## config.mk

```make
export PLATFORM = sky130hd
export DESIGN_NAME = cascaded_position_velocity_pid_core_flat
export DESIGN_NICKNAME = d
export VERILOG_FILES = /design/src/cpvp_pkg.sv /design/src/cpvp_in_if.sv /design/src/cpvp_out_if.sv /design/src/cpvp_mac.sv /design/src/cascaded_position_velocity_pid_core.sv /design/src/flat_wrapper.sv
export SDC_FILE = /design/constraint.sdc
export NUM_CORES = 2
export LEC_CHECK = 0
export BUFFER_PORTS_ARGS = -buffer_cell sky130_fd_sc_hd__buf_2
export CAP_MARGIN = 20
export CORE_MARGIN = 2
export CORE_UTILIZATION = 25
export CTS_BUF_LIST = sky130_fd_sc_hd__clkbuf_8
export DETAILED_ROUTE_END_ITERATION = 16
export GPL_TIMING_DRIVEN = 1
export HOLD_SLACK_MARGIN = 0.08
export PLACE_DENSITY = 0.46
export SLEW_MARGIN = 20
export SYNTH_ARGS = -nofsm -noshare
export SYNTH_HDL_FRONTEND = slang
export SYNTH_SLANG_ARGS = --single-unit
```

## constraint.sdc

```tcl
create_clock -name clk -period 21.2 [get_ports clk]
set_clock_uncertainty 0.2 [all_clocks]
set_input_delay 1.06 -clock clk [delete_from_list [all_inputs] [get_ports clk]]
set_output_delay 1.06 -clock clk [all_outputs]
set_load 0.01 [all_outputs]
```

## src/cpvp_pkg.sv

```systemverilog
`default_nettype none
package cpvp_pkg;

  localparam int NUM_WHEELS = 2;
  localparam int WHEEL_W = (NUM_WHEELS > 1) ? $clog2(NUM_WHEELS) : 1;
  localparam int POS_W = 32;
  localparam int PERR_W = POS_W + 1;
  localparam int PDER_W = POS_W + 2;
  localparam int SPD_W = 16;
  localparam int OUT_W = 16;
  localparam int VERR_W = 18;
  localparam int VDER_W = VERR_W + 1;
  localparam int GAIN_W = 8;
  localparam int LIM_W = 16;
  localparam int CLAMP_W = LIM_W + 2;
  localparam int MUL_A_W = PDER_W;
  localparam int PROD_W = MUL_A_W + GAIN_W + 1;
  localparam int ACC_W = PROD_W + 2;
  localparam int CFG_IDX_W = 3;
  localparam int CFG_DATA_W = 16;

  typedef enum logic [CFG_IDX_W-1:0] {
    CFG_POS_KP        = 3'd0,
    CFG_POS_KD        = 3'd1,
    CFG_POS_LIMIT     = 3'd2,
    CFG_VEL_KP        = 3'd3,
    CFG_VEL_KI        = 3'd4,
    CFG_VEL_KD        = 3'd5,
    CFG_VEL_LIMIT     = 3'd6,
    CFG_VEL_INT_LIMIT = 3'd7
  } cfg_index_t;

  typedef enum logic [3:0] {
    S_IDLE,
    S_P_ERR,
    S_P_DER,
    S_P_MKP,
    S_P_MKD,
    S_P_SUM,
    S_P_CLAMP,
    S_V_ERR,
    S_V_INT,
    S_V_MKP,
    S_V_MKI,
    S_V_MKD,
    S_V_SUM,
    S_V_CLAMP
  } state_t;

  typedef struct packed {
    logic mul_en;
    logic acc_load;
    logic acc_add;
  } mac_ctl_t;

  function automatic logic signed [CLAMP_W-1:0] clamp_sym(
    input logic signed [ACC_W-1:0] v,
    input logic [LIM_W-1:0] lim
  );
    logic signed [ACC_W-1:0] l;
    l = $signed(ACC_W'(lim));
    if (v > l) begin
      return CLAMP_W'(l);
    end else if (v < -l) begin
      return CLAMP_W'(-l);
    end else begin
      return CLAMP_W'(v);
    end
  endfunction

endpackage
`default_nettype wire

```

## src/cpvp_in_if.sv

```systemverilog
`default_nettype none
interface cpvp_in_if import cpvp_pkg::*; ();
  logic valid;
  logic ready;
  logic [WHEEL_W-1:0] wheel;
  logic signed [POS_W-1:0] position_target;
  logic signed [POS_W-1:0] position_measured;
  logic signed [SPD_W-1:0] speed_measured;

  modport source (
    output valid, wheel, position_target, position_measured, speed_measured,
    input ready
  );
  modport sink (
    input valid, wheel, position_target, position_measured, speed_measured,
    output ready
  );
endinterface
`default_nettype wire

```

## src/cpvp_out_if.sv

```systemverilog
`default_nettype none
interface cpvp_out_if import cpvp_pkg::*; ();
  logic valid;
  logic ready;
  logic [WHEEL_W-1:0] wheel_out;
  logic signed [OUT_W-1:0] velocity_target;
  logic signed [OUT_W-1:0] drive;

  modport source (
    output valid, wheel_out, velocity_target, drive,
    input ready
  );
  modport sink (
    input valid, wheel_out, velocity_target, drive,
    output ready
  );
endinterface
`default_nettype wire

```

## src/cpvp_mac.sv

```systemverilog
`default_nettype none
module cpvp_mac
  import cpvp_pkg::*;
(
  input  wire logic                      clk,
  input  wire mac_ctl_t                  ctl,
  input  wire logic signed [MUL_A_W-1:0] a,
  input  wire logic [GAIN_W-1:0]         b,
  output logic signed [ACC_W-1:0]        acc
);

  logic signed [PROD_W-1:0] prod;
  logic signed [GAIN_W:0]   b_ext;

  assign b_ext = $signed({1'b0, b});

  always_ff @(posedge clk) begin
    if (ctl.mul_en) begin
      prod <= PROD_W'(a) * PROD_W'(b_ext);
    end
    if (ctl.acc_load) begin
      acc <= ACC_W'(prod);
    end else if (ctl.acc_add) begin
      acc <= acc + ACC_W'(prod);
    end
  end

endmodule
`default_nettype wire

```

## src/cascaded_position_velocity_pid_core.sv

```systemverilog
// Cascaded position and velocity controller for the wheels of a drive.
// A request on in_ch carries one control tick for one wheel: the wheel
// number, a position target, the measured position and the measured speed.
// The block answers each request with exactly one request on out_ch that
// carries the wheel number, the clamped velocity target of the position
// stage and the clamped motor drive value of the velocity stage.
// One signed multiplier with an accumulator is shared by all five gain
// products, each product is registered before it is summed, and a small
// sequencer steps through the work. The result is valid in the output
// register as the last step ends, and in_ch is ready again in that same
// cycle. A finished result waits there while in_ch takes the next tick; a
// further result is held in the last step until out_ch takes the earlier
// one. Gains and limits are written through cfg_we, cfg_index and cfg_data,
// by the user only while the block is idle; the block does not enforce it.
// Reset returns all gains and limits to their defaults, clears the
// per-wheel error history and integrals and empties the output.
`default_nettype none
module cascaded_position_velocity_pid_core
  import cpvp_pkg::*;
(
  input  wire logic                  clk,
  input  wire logic                  rst,
  cpvp_in_if.sink                    in_ch,
  cpvp_out_if.source                 out_ch,
  input  wire logic                  cfg_we,
  input  wire logic [CFG_IDX_W-1:0]  cfg_index,
  input  wire logic [CFG_DATA_W-1:0] cfg_data
);

  state_t state, state_next;

  logic [GAIN_W-1:0] pos_kp, pos_kd, vel_kp, vel_ki, vel_kd;
  logic [LIM_W-2:0]  pos_limit, vel_limit;
  logic [LIM_W-1:0]  vel_int_limit;

  logic signed [PERR_W-1:0] pos_prev_error [NUM_WHEELS];
  logic signed [VERR_W-1:0] vel_integral [NUM_WHEELS];
  logic signed [VERR_W-1:0] vel_prev_error [NUM_WHEELS];

  logic [WHEEL_W-1:0]       wheel;
  logic signed [POS_W-1:0]  tgt, meas;
  logic signed [SPD_W-1:0]  spd;
  logic signed [PERR_W-1:0] perr;
  logic signed [PDER_W-1:0] pder;
  logic signed [OUT_W-1:0]  vt;
  logic signed [VERR_W-1:0] verr, vint;
  logic signed [VDER_W-1:0] vder;

  logic                     out_valid;
  logic [WHEEL_W-1:0]       out_wheel;
  logic signed [OUT_W-1:0]  out_vt, out_drive;

  mac_ctl_t                 mac_ctl;
  logic signed [MUL_A_W-1:0] mul_a;
  logic [GAIN_W-1:0]        mul_b;
  logic signed [ACC_W-1:0]  acc;

  logic in_take;
  logic out_free;

  assign in_take  = in_ch.valid && in_ch.ready;
  assign out_free = !out_valid || out_ch.ready;

  cpvp_mac u_mac (
    .clk (clk),
    .ctl (mac_ctl),
    .a   (mul_a),
    .b   (mul_b),
    .acc (acc)
  );

  always_comb begin
    state_next = state;
    unique case (state)
      S_IDLE:    if (in_ch.valid) state_next = S_P_ERR;
      S_P_ERR:   state_next = S_P_DER;
      S_P_DER:   state_next = S_P_MKP;
      S_P_MKP:   state_next = S_P_MKD;
      S_P_MKD:   state_next = S_P_SUM;
      S_P_SUM:   state_next = S_P_CLAMP;
      S_P_CLAMP: state_next = S_V_ERR;
      S_V_ERR:   state_next = S_V_INT;
      S_V_INT:   state_next = S_V_MKP;
      S_V_MKP:   state_next = S_V_MKI;
      S_V_MKI:   state_next = S_V_MKD;
      S_V_MKD:   state_next = S_V_SUM;
      S_V_SUM:   state_next = S_V_CLAMP;
      S_V_CLAMP: if (out_free) state_next = S_IDLE;
      default:   state_next = S_IDLE;
    endcase
  end

  always_comb begin
    in_ch.ready = 1'b0;
    mac_ctl     = '0;
    mul_a       = MUL_A_W'(perr);
    mul_b       = pos_kp;
    unique case (state)
      S_IDLE: begin
        in_ch.ready = 1'b1;
      end
      S_P_MKP: begin
        mac_ctl.mul_en = 1'b1;
      end
      S_P_MKD: begin
        mac_ctl.mul_en   = 1'b1;
        mac_ctl.acc_load = 1'b1;
        mul_a            = pder;
        mul_b            = pos_kd;
      end
      S_P_SUM: begin
        mac_ctl.acc_add = 1'b1;
      end
      S_V_MKP: begin
        mac_ctl.mul_en = 1'b1;
        mul_a          = MUL_A_W'(verr);
        mul_b          = vel_kp;
      end
      S_V_MKI: begin
        mac_ctl.mul_en   = 1'b1;
        mac_ctl.acc_load = 1'b1;
        mul_a            = MUL_A_W'(vint);
        mul_b            = vel_ki;
      end
      S_V_MKD: begin
        mac_ctl.mul_en  = 1'b1;
        mac_ctl.acc_add = 1'b1;
        mul_a           = MUL_A_W'(vder);
        mul_b           = vel_kd;
      end
      S_V_SUM: begin
        mac_ctl.acc_add = 1'b1;
      end
      default: begin
      end
    endcase
  end

  always_ff @(posedge clk) begin
    if (rst) begin
      state <= S_IDLE;
    end else begin
      state <= state_next;
    end
  end

  always_ff @(posedge clk) begin
    if (rst) begin
      pos_kp        <= GAIN_W'(1);
      pos_kd        <= GAIN_W'(0);
      pos_limit     <= (LIM_W-1)'(30);
      vel_kp        <= GAIN_W'(50);
      vel_ki        <= GAIN_W'(5);
      vel_kd        <= GAIN_W'(1);
      vel_limit     <= (LIM_W-1)'(2000);
      vel_int_limit <= LIM_W'(100);
    end else if (cfg_we) begin
      unique case (cfg_index_t'(cfg_index))
        CFG_POS_KP:        pos_kp        <= cfg_data[GAIN_W-1:0];
        CFG_POS_KD:        pos_kd        <= cfg_data[GAIN_W-1:0];
        CFG_POS_LIMIT:     pos_limit     <= cfg_data[LIM_W-2:0];
        CFG_VEL_KP:        vel_kp        <= cfg_data[GAIN_W-1:0];
        CFG_VEL_KI:        vel_ki        <= cfg_data[GAIN_W-1:0];
        CFG_VEL_KD:        vel_kd        <= cfg_data[GAIN_W-1:0];
        CFG_VEL_LIMIT:     vel_limit     <= cfg_data[LIM_W-2:0];
        CFG_VEL_INT_LIMIT: vel_int_limit <= cfg_data[LIM_W-1:0];
        default: begin
        end
      endcase
    end
  end

  always_ff @(posedge clk) begin
    if (rst) begin
      for (int i = 0; i < NUM_WHEELS; i++) begin
        pos_prev_error[i] <= '0;
        vel_integral[i]   <= '0;
        vel_prev_error[i] <= '0;
      end
    end else begin
      unique case (state)
        S_P_DER: pos_prev_error[wheel] <= perr;
        S_V_INT: vel_prev_error[wheel] <= verr;
        S_V_MKP: vel_integral[wheel]   <= vint;
        default: begin
        end
      endcase
    end
  end

  always_ff @(posedge clk) begin
    if (in_take) begin
      wheel <= in_ch.wheel;
      tgt   <= in_ch.position_target;
      meas  <= in_ch.position_measured;
      spd   <= in_ch.speed_measured;
    end
    unique case (state)
      S_P_ERR: perr <= PERR_W'(tgt) - PERR_W'(meas);
      S_P_DER: pder <= PDER_W'(perr) - PDER_W'(pos_prev_error[wheel]);
      S_P_CLAMP: vt <= OUT_W'(clamp_sym(acc, {1'b0, pos_limit}));
      S_V_ERR: verr <= VERR_W'(vt) - VERR_W'(spd);
      S_V_INT: begin
        vint <= VERR_W'(clamp_sym(ACC_W'(vel_integral[wheel]) + ACC_W'(verr),
                                  vel_int_limit));
        vder <= VDER_W'(verr) - VDER_W'(vel_prev_error[wheel]);
      end
      default: begin
      end
    endcase
  end

  always_ff @(posedge clk) begin
    if (rst) begin
      out_valid <= 1'b0;
    end else if (state == S_V_CLAMP && out_free) begin
      out_valid <= 1'b1;
    end else if (out_ch.ready) begin
      out_valid <= 1'b0;
    end
  end

  always_ff @(posedge clk) begin
    if (state == S_V_CLAMP && out_free) begin
      out_wheel <= wheel;
      out_vt    <= vt;
      out_drive <= OUT_W'(clamp_sym(acc, {1'b0, vel_limit}));
    end
  end

  assign out_ch.valid           = out_valid;
  assign out_ch.wheel_out       = out_wheel;
  assign out_ch.velocity_target = out_vt;
  assign out_ch.drive           = out_drive;

endmodule
`default_nettype wire
```

## src/flat_wrapper.sv

```systemverilog
// flat-port wrapper written by rule: the top's interface ports become plain ports
module cascaded_position_velocity_pid_core_flat import cpvp_pkg::*;
  (clk, rst, cfg_we, cfg_index, cfg_data, in_ch_valid, in_ch_wheel, in_ch_position_target, in_ch_position_measured, in_ch_speed_measured, in_ch_ready, out_ch_valid, out_ch_wheel_out, out_ch_velocity_target, out_ch_drive, out_ch_ready);
  cpvp_in_if in_ch_i ();
  cpvp_out_if out_ch_i ();
  input  wire logic clk;
  input  wire logic rst;
  input  wire logic cfg_we;
  input  wire logic [CFG_IDX_W-1:0] cfg_index;
  input  wire logic [CFG_DATA_W-1:0] cfg_data;
  input wire logic [$bits(in_ch_i.valid)-1:0] in_ch_valid;
  input wire logic [$bits(in_ch_i.wheel)-1:0] in_ch_wheel;
  input wire logic [$bits(in_ch_i.position_target)-1:0] in_ch_position_target;
  input wire logic [$bits(in_ch_i.position_measured)-1:0] in_ch_position_measured;
  input wire logic [$bits(in_ch_i.speed_measured)-1:0] in_ch_speed_measured;
  output wire logic [$bits(in_ch_i.ready)-1:0] in_ch_ready;
  output wire logic [$bits(out_ch_i.valid)-1:0] out_ch_valid;
  output wire logic [$bits(out_ch_i.wheel_out)-1:0] out_ch_wheel_out;
  output wire logic [$bits(out_ch_i.velocity_target)-1:0] out_ch_velocity_target;
  output wire logic [$bits(out_ch_i.drive)-1:0] out_ch_drive;
  input wire logic [$bits(out_ch_i.ready)-1:0] out_ch_ready;
  assign in_ch_i.valid = in_ch_valid;
  assign in_ch_i.wheel = in_ch_wheel;
  assign in_ch_i.position_target = in_ch_position_target;
  assign in_ch_i.position_measured = in_ch_position_measured;
  assign in_ch_i.speed_measured = in_ch_speed_measured;
  assign in_ch_ready = in_ch_i.ready;
  assign out_ch_valid = out_ch_i.valid;
  assign out_ch_wheel_out = out_ch_i.wheel_out;
  assign out_ch_velocity_target = out_ch_i.velocity_target;
  assign out_ch_drive = out_ch_i.drive;
  assign out_ch_i.ready = out_ch_ready;
  cascaded_position_velocity_pid_core u_core (.clk(clk), .rst(rst), .in_ch(in_ch_i), .out_ch(out_ch_i), .cfg_we(cfg_we), .cfg_index(cfg_index), .cfg_data(cfg_data));
endmodule
```

Word level (Yosys, flattened, before mapping)
Memories as Yosys holds them, arrays and structs flattened. A register that Yosys moved wholly into a read port is not among the register bits.
Cells that the tools add are included.
- output and inout port bits: 35
- flip-flop bits (word level): 430
- word-level logic and storage cells: 134
- memory bits (writable): 138
- memories kept: 3
- memories (name ; words ; width ; read ports ; clocked after memory_dff ; wr ports ; line ; source):
    u_core.pos_prev_error ; 2 ; 33 ; 1 ; 1 ; 2 ; cascaded_position_velocity_pid_core.sv:36 ; logic signed [PERR_W-1:0] pos_prev_error [NUM_WHEELS];
    u_core.vel_integral ; 2 ; 18 ; 1 ; 1 ; 2 ; cascaded_position_velocity_pid_core.sv:37 ; logic signed [VERR_W-1:0] vel_integral [NUM_WHEELS];
    u_core.vel_prev_error ; 2 ; 18 ; 1 ; 1 ; 2 ; cascaded_position_velocity_pid_core.sv:38 ; logic signed [VERR_W-1:0] vel_prev_error [NUM_WHEELS];
- reductions and logical operators: 23
- mux-type cells: 42
- $add $sub $neg: 9
- equal/unequal tests: 22
- $lt $le $gt $ge: 6
- multipliers: 1
- operators by type and width (kind ; number):
    $pmux W34 S4 ; 1
    $lt A45 B45 Y1 ; 3
    $gt A45 B16 Y1 ; 2
    $mux W45 ; 2
    $neg A15 Y45 ; 2
    $pmux W4 S14 ; 1
    $mux W18 ; 3
    $mux W16 ; 3
    $add A45 B43 Y45 ; 1
    $gt A45 B17 Y1 ; 1
    $neg A16 Y45 ; 1
    $mul A34 B9 Y43 ; 1
    $reduce_or A18 Y1 ; 2
    $sub A33 B33 Y34 ; 1
    $mux W33 ; 1
    $reduce_or A33 Y1 ; 1
    $sub A32 B32 Y33 ; 1
    $pmux W8 S4 ; 1
    $mux W15 ; 2
    $mux W1 ; 26
    $eq A4 B4 Y1 const B ; 6
    $add A18 B17 Y19 ; 1
    $sub A17 B18 Y19 ; 1
    $reduce_and A2 Y1 ; 9
    19 further kinds ; 30

Logic depth before layout (Yosys ltp)
- word-level depth: 6
- gate-level depth with buffers: 29
- gate-level depth less buffers: 26

Cells and area by module
A second synthesis with hierarchy kept.
- cell total of the unflattened synthesis: 4549
- area, all modules: 44381.3 µm²
- modules (own cells, without submodules) (module ; area each (µm²) ; sequential area each (µm²) ; instances ; cells an instance):
    cascaded_position_velocity_pid_core ; 29453.2 ; 13462.9 ; 1 ; 2889
    cpvp_mac ; 14928.1 ; 2642.5 ; 1 ; 1660

Least setup slack after synthesis
Ideal clock, no wire load.
- kind: register -> register
- start: reg u_core.state[0]
- end: reg u_core.u_mac.prod[42], data pin
- buffers on the path: 3
- cell stages (with the launch flop): 27
- clock period less this slack: 6.806 ns
- arrival: 6.346 ns
- data required time: 20.740 ns
- slack: 14.394 ns
- cell sequence: dfxtp_1 clkbuf_1 nand2_1 nor3_1 clkbuf_1 a222oi_1 nand2_1 clkbuf_1 nand2_1 fa_1 inv_1 fa_1 inv_1 fa_1 fa_1 inv_1 ha_1 inv_1 o21bai_1 a211oi_1 o31ai_1 a41oi_1 o2111a_1 a21oi_1 o21ai_0 o21ai_0 xnor2_1
- longest elaborated chain between the ends: 3
- elaborated cells on any way between the ends: 7
- those cells by class: 1 x mul; 4 x eq/ne; 2 x mux
- ends and longest elaborated chain (item ; line ; source):
    from (decl) ; cascaded_position_velocity_pid_core.sv:30 ; state_t state, state_next;
    from (signal assigned) ; cascaded_position_velocity_pid_core.sv:143 ; state <= state_next;
    $eq A4 B4 Y1 / $eq A4 B3 Y1 (equally long branches) ; cascaded_position_velocity_pid_core.sv:98 ; unique case (state)
    $pmux W34 S4 / $pmux W8 S4 (equally long branches) ; cascaded_position_velocity_pid_core.sv:98 ;
    $mul A34 B9 Y43 * ; cpvp_mac.sv:19 ; prod <= PROD_W'(a) * PROD_W'(b_ext);
    to (signal assigned) ; cpvp_mac.sv:19 ;
    to (decl) ; cpvp_mac.sv:12 ; logic signed [PROD_W-1:0] prod;
Every way passes the cells marked *; elsewhere a longest branch is shown, timed or not.
A chain may end at the register's enable or synchronous reset.

Worst setup path after layout
- start: reg u_core.state[3]
- end: reg u_core.u_mac.prod[40], data pin
Same word-level chain as after synthesis.

==> results.ini <==
[worst_setup_path]
cp-start-kind = flip-flop
timing.critical_path.from = u_core.state[3]
critPathKind = flip-flop to flip-flop
r2r-end = u_core.u_mac.prod[40]
arrival_ps = 8340
rr_worst_depth = 23
rrSetupSlack_ps = 13220
required_ps = 21560
worstSetupEndpoint = u_core.u_mac.prod[40]
r2r_start = u_core.state[3]
path_max_fanout = 32
cp-end-kind = flip-flop

[global_routing]
antenna_found_initial = 8
grt_max_degree = 88
gr-total-overflow = 0
track_usage_pct = 13.9
grt_pass1_wl_um = 195000
grt_pass1_vias = 32800

[yosys]
synth_top_cell_area_share_pct = 32.3
synth_largest_area_cell = edfxtp_1
synth_adder_area_share_pct = 21.6
synth_compound_area_share_pct = 14.8
synthFlopType = edfxtp_1
synthArstFlopShare_pct = 0
synth-simple-area-share_pct = 15.2
synthCells = 4549
yosys_warnings = 0
synth_xor_area_share_pct = 4.13
ys_seq_elements = 567
netlist_area_um2 = 44200
avgSynthCellArea_um2 = 9.71
synthesis.nets = 5288
synth-edff-count = 475
synth.distinct_cells = 81
synth_top_family_by_area = adder cells
ys_seq_area_share_pct = 36.5
netlist_top_cells_area = edfxtp_1 (32%), ha_1 (12%), fa_1 (9.8%)
synth.mux.area_fraction_pct = 2.74

[timing]
report.final.slew_viol_count = 0
finalHoldViolCount = 0
min_period_ps = 7980
fmax_mhz = 125
finalSetupTns_ps = 0
fin_crit_sh_pct = 37.7
setup_viol = 0
max_slew_margin_pct = 24.3
rsz0062_at_grt = false
worst_pin_slew_ps = 1130

[power_and_ir_drop]
peakVddDrop_mv = 0.0455
power_leakage_nw = 21.3
power_mw = 3.45
power_density_nw_per_um2 = 69.6

[job]
cap_viol_max_count = 0

[drt]
first_iter_violations = 2244
drt-vias-per-instance = 4.67
vias = 33100
drt_wl_total_um = 126000
drtAntennaViolNets = 0
drt_pre_antenna_iters = 6
drc_errors = 0
wl_per_cell_um = 17.8

[clock_tree]
cts_buffers = 102
clk_path_buf_depth = 3
cts-root-buf = clkbuf_8
cts.htree.levels = 3
cts_tree = built
postCtsSetupBuffers = 0
clkTransAtPathRegs_ps = 60
insertion_delay_ps = 850
hold_buffers = 0
ctsResizeCount = 0
clock_sinks = 567

[floorplan]
die_y_um = 424
ioPinCount = 140
rows = 154
start_util_pct = 25.1
die-area_um2 = 180000
die_x_um = 424
core_um2 = 176000

[finish]
nNetsFinal = 5397
syn_to_final_growth_pct = 12.2
final_cell_mix = edfxtp_1 (475), nand2_1 (458), inv_1 (444)
drive_gt1_share_pct = 8.75
fill_cells = 18500
mostFrequentLayoutCell = edfxtp_1

[outcome]
status = finished, final reports clean

[placement]
gp_congestion = 0.840
hpwl_um = 97200
numPortBuffers = 139

[hold_path]
min_path_type = input port to flip-flop

[sequential cells by signal, indices dropped and copies added (netlist names), 15 cells and up, named ones only]
register and flops:
u_core.out_ch.drive 16, u_core.u_mac.acc 45, u_core.pder 34, u_core.spd 16, u_core.verr 17, u_core.vt 16
u_core.perr 33, u_core.pos_prev_error 66, u_core.tgt 32, u_core.vder 19, u_core.vint 18, u_core.meas 32
u_core.vel_limit 15, u_core.vel_integral 36, u_core.u_mac.prod 43, u_core.vel_int_limit 16, u_core.vel_prev_error 34, u_core.out_ch.velocity_target 16
u_core.pos_limit 15
[where the power goes]
part	total [mW]	internal, mW	switching [mW]	leakage, nW
clock network	1.03	0.518	0.517	1.13
logic	1.04	0.412	0.623	14.9
registers	1.38	1.33	0.0538	5.27
total	3.45	2.25	1.19	21.3
[per-layer routing]
| layer | up-vias | global-route usage (%) | wire, um |
|---|---|---|---|
| met5 | - | 0 | 10 |
| met3 | 170 | 2.31 | 6280 |
| met1 | 15900 | 20.0 | 62400 |
| met2 | 721 | 21.1 | 54300 |
| met4 | 2 | 4.08 | 3420 |
| li1 | 16300 | - | - |
[cells by family after synthesis]
kind of cell	after synthesis
xor+xnor	208
fa+ha+maj	634
flops	567
simple gates	1404
compound gates	1028
buf+inv	590
mux	118
[cell usage after synthesis, types with 92 or more instances]
cell	number
a21o_1	146
a21oi_1	311
and2_1	140
clkbuf_1	147
dfxtp_1	92
edfxtp_1	475
fa_1	216
ha_1	418
inv_1	416
mux2i_1	95
nand2_1	460
nor2_1	350
o21ai_0	230
xnor2_1	147
[worst min-delay path by stage]
| stage | startpoint | end | slack (ps) | depth (start not counted) |
|---|---|---|---|---|
| 6_report | in_ch_position_measured[20] | u_core.meas[20] | 210 | 1 |
| 5_1_grt | in_ch_position_measured[20] | u_core.meas[20] | 130 | 1 |
| 4_1_cts | in_ch_position_measured[20] | u_core.meas[20] | 90 | 1 |
| 3_5_place_dp | u_core.vt[12] | u_core.out_ch.velocity_target[12] | 240 | 0 |
| 3_3_place_gp | u_core.pos_kd[3] | u_core.pos_kd[3] | 240 | 2 |
| 2_1_floorplan | u_core.wheel | u_core.out_ch.wheel_out | 220 | 0 |
[critical path: stages (launching register included)]
cell	delay [ps]
dfxtp_1	650
nand2b_1	160
nor2_1	760
nor2_1	70
buf_4	240
a22oi_1	290
nand2_2	490
nand2_1	280
fa_1	420
inv_1	90
fa_1	430
fa_1	500
inv_1	50
fa_1	530
inv_1	40
ha_1	340
a211o_1	310
a211oi_1	340
o31ai_1	200
a41oi_1	450
o2111a_1	320
a21oi_1	120
o41ai_1	330
xnor2_1	120
[through the flow]
| stage | std cells | utilization [%] | setup WS, ps | area, um^2 | hold slack (ps) |
|---|---|---|---|---|---|
| floorplan | 4549 | - | 14390 | 44200 | 224 |
| global placement | 6893 | 27.0 | 12850 | 47500 | 241 |
| detailed placement | 6893 | 27.0 | 13110 | 47500 | 244 |
| CTS | 7082 | 28.2 | 13150 | 49500 | 89.4 |
| global route | 7085 | 28.2 | 12500 | 49500 | 130 |
| finish | 7085 | 28.2 | 13220 | 49500 | 206 |
[cell type report]
type                            count  area [um^2]  area share, %
Antenna cell                        2         5.00         0.0101
Clock inverter                     84          533           1.08
Sequential cell                   567        16100           32.5
Multi-Input combinational cell   3392        25900           52.4
Tap cell                         2340         2930           5.91
Inverter                          416         1560           3.15
Timing Repair Buffer              179          996           2.01
Clock buffer                      105         1450           2.92
(Power assumes the default switching activity.)
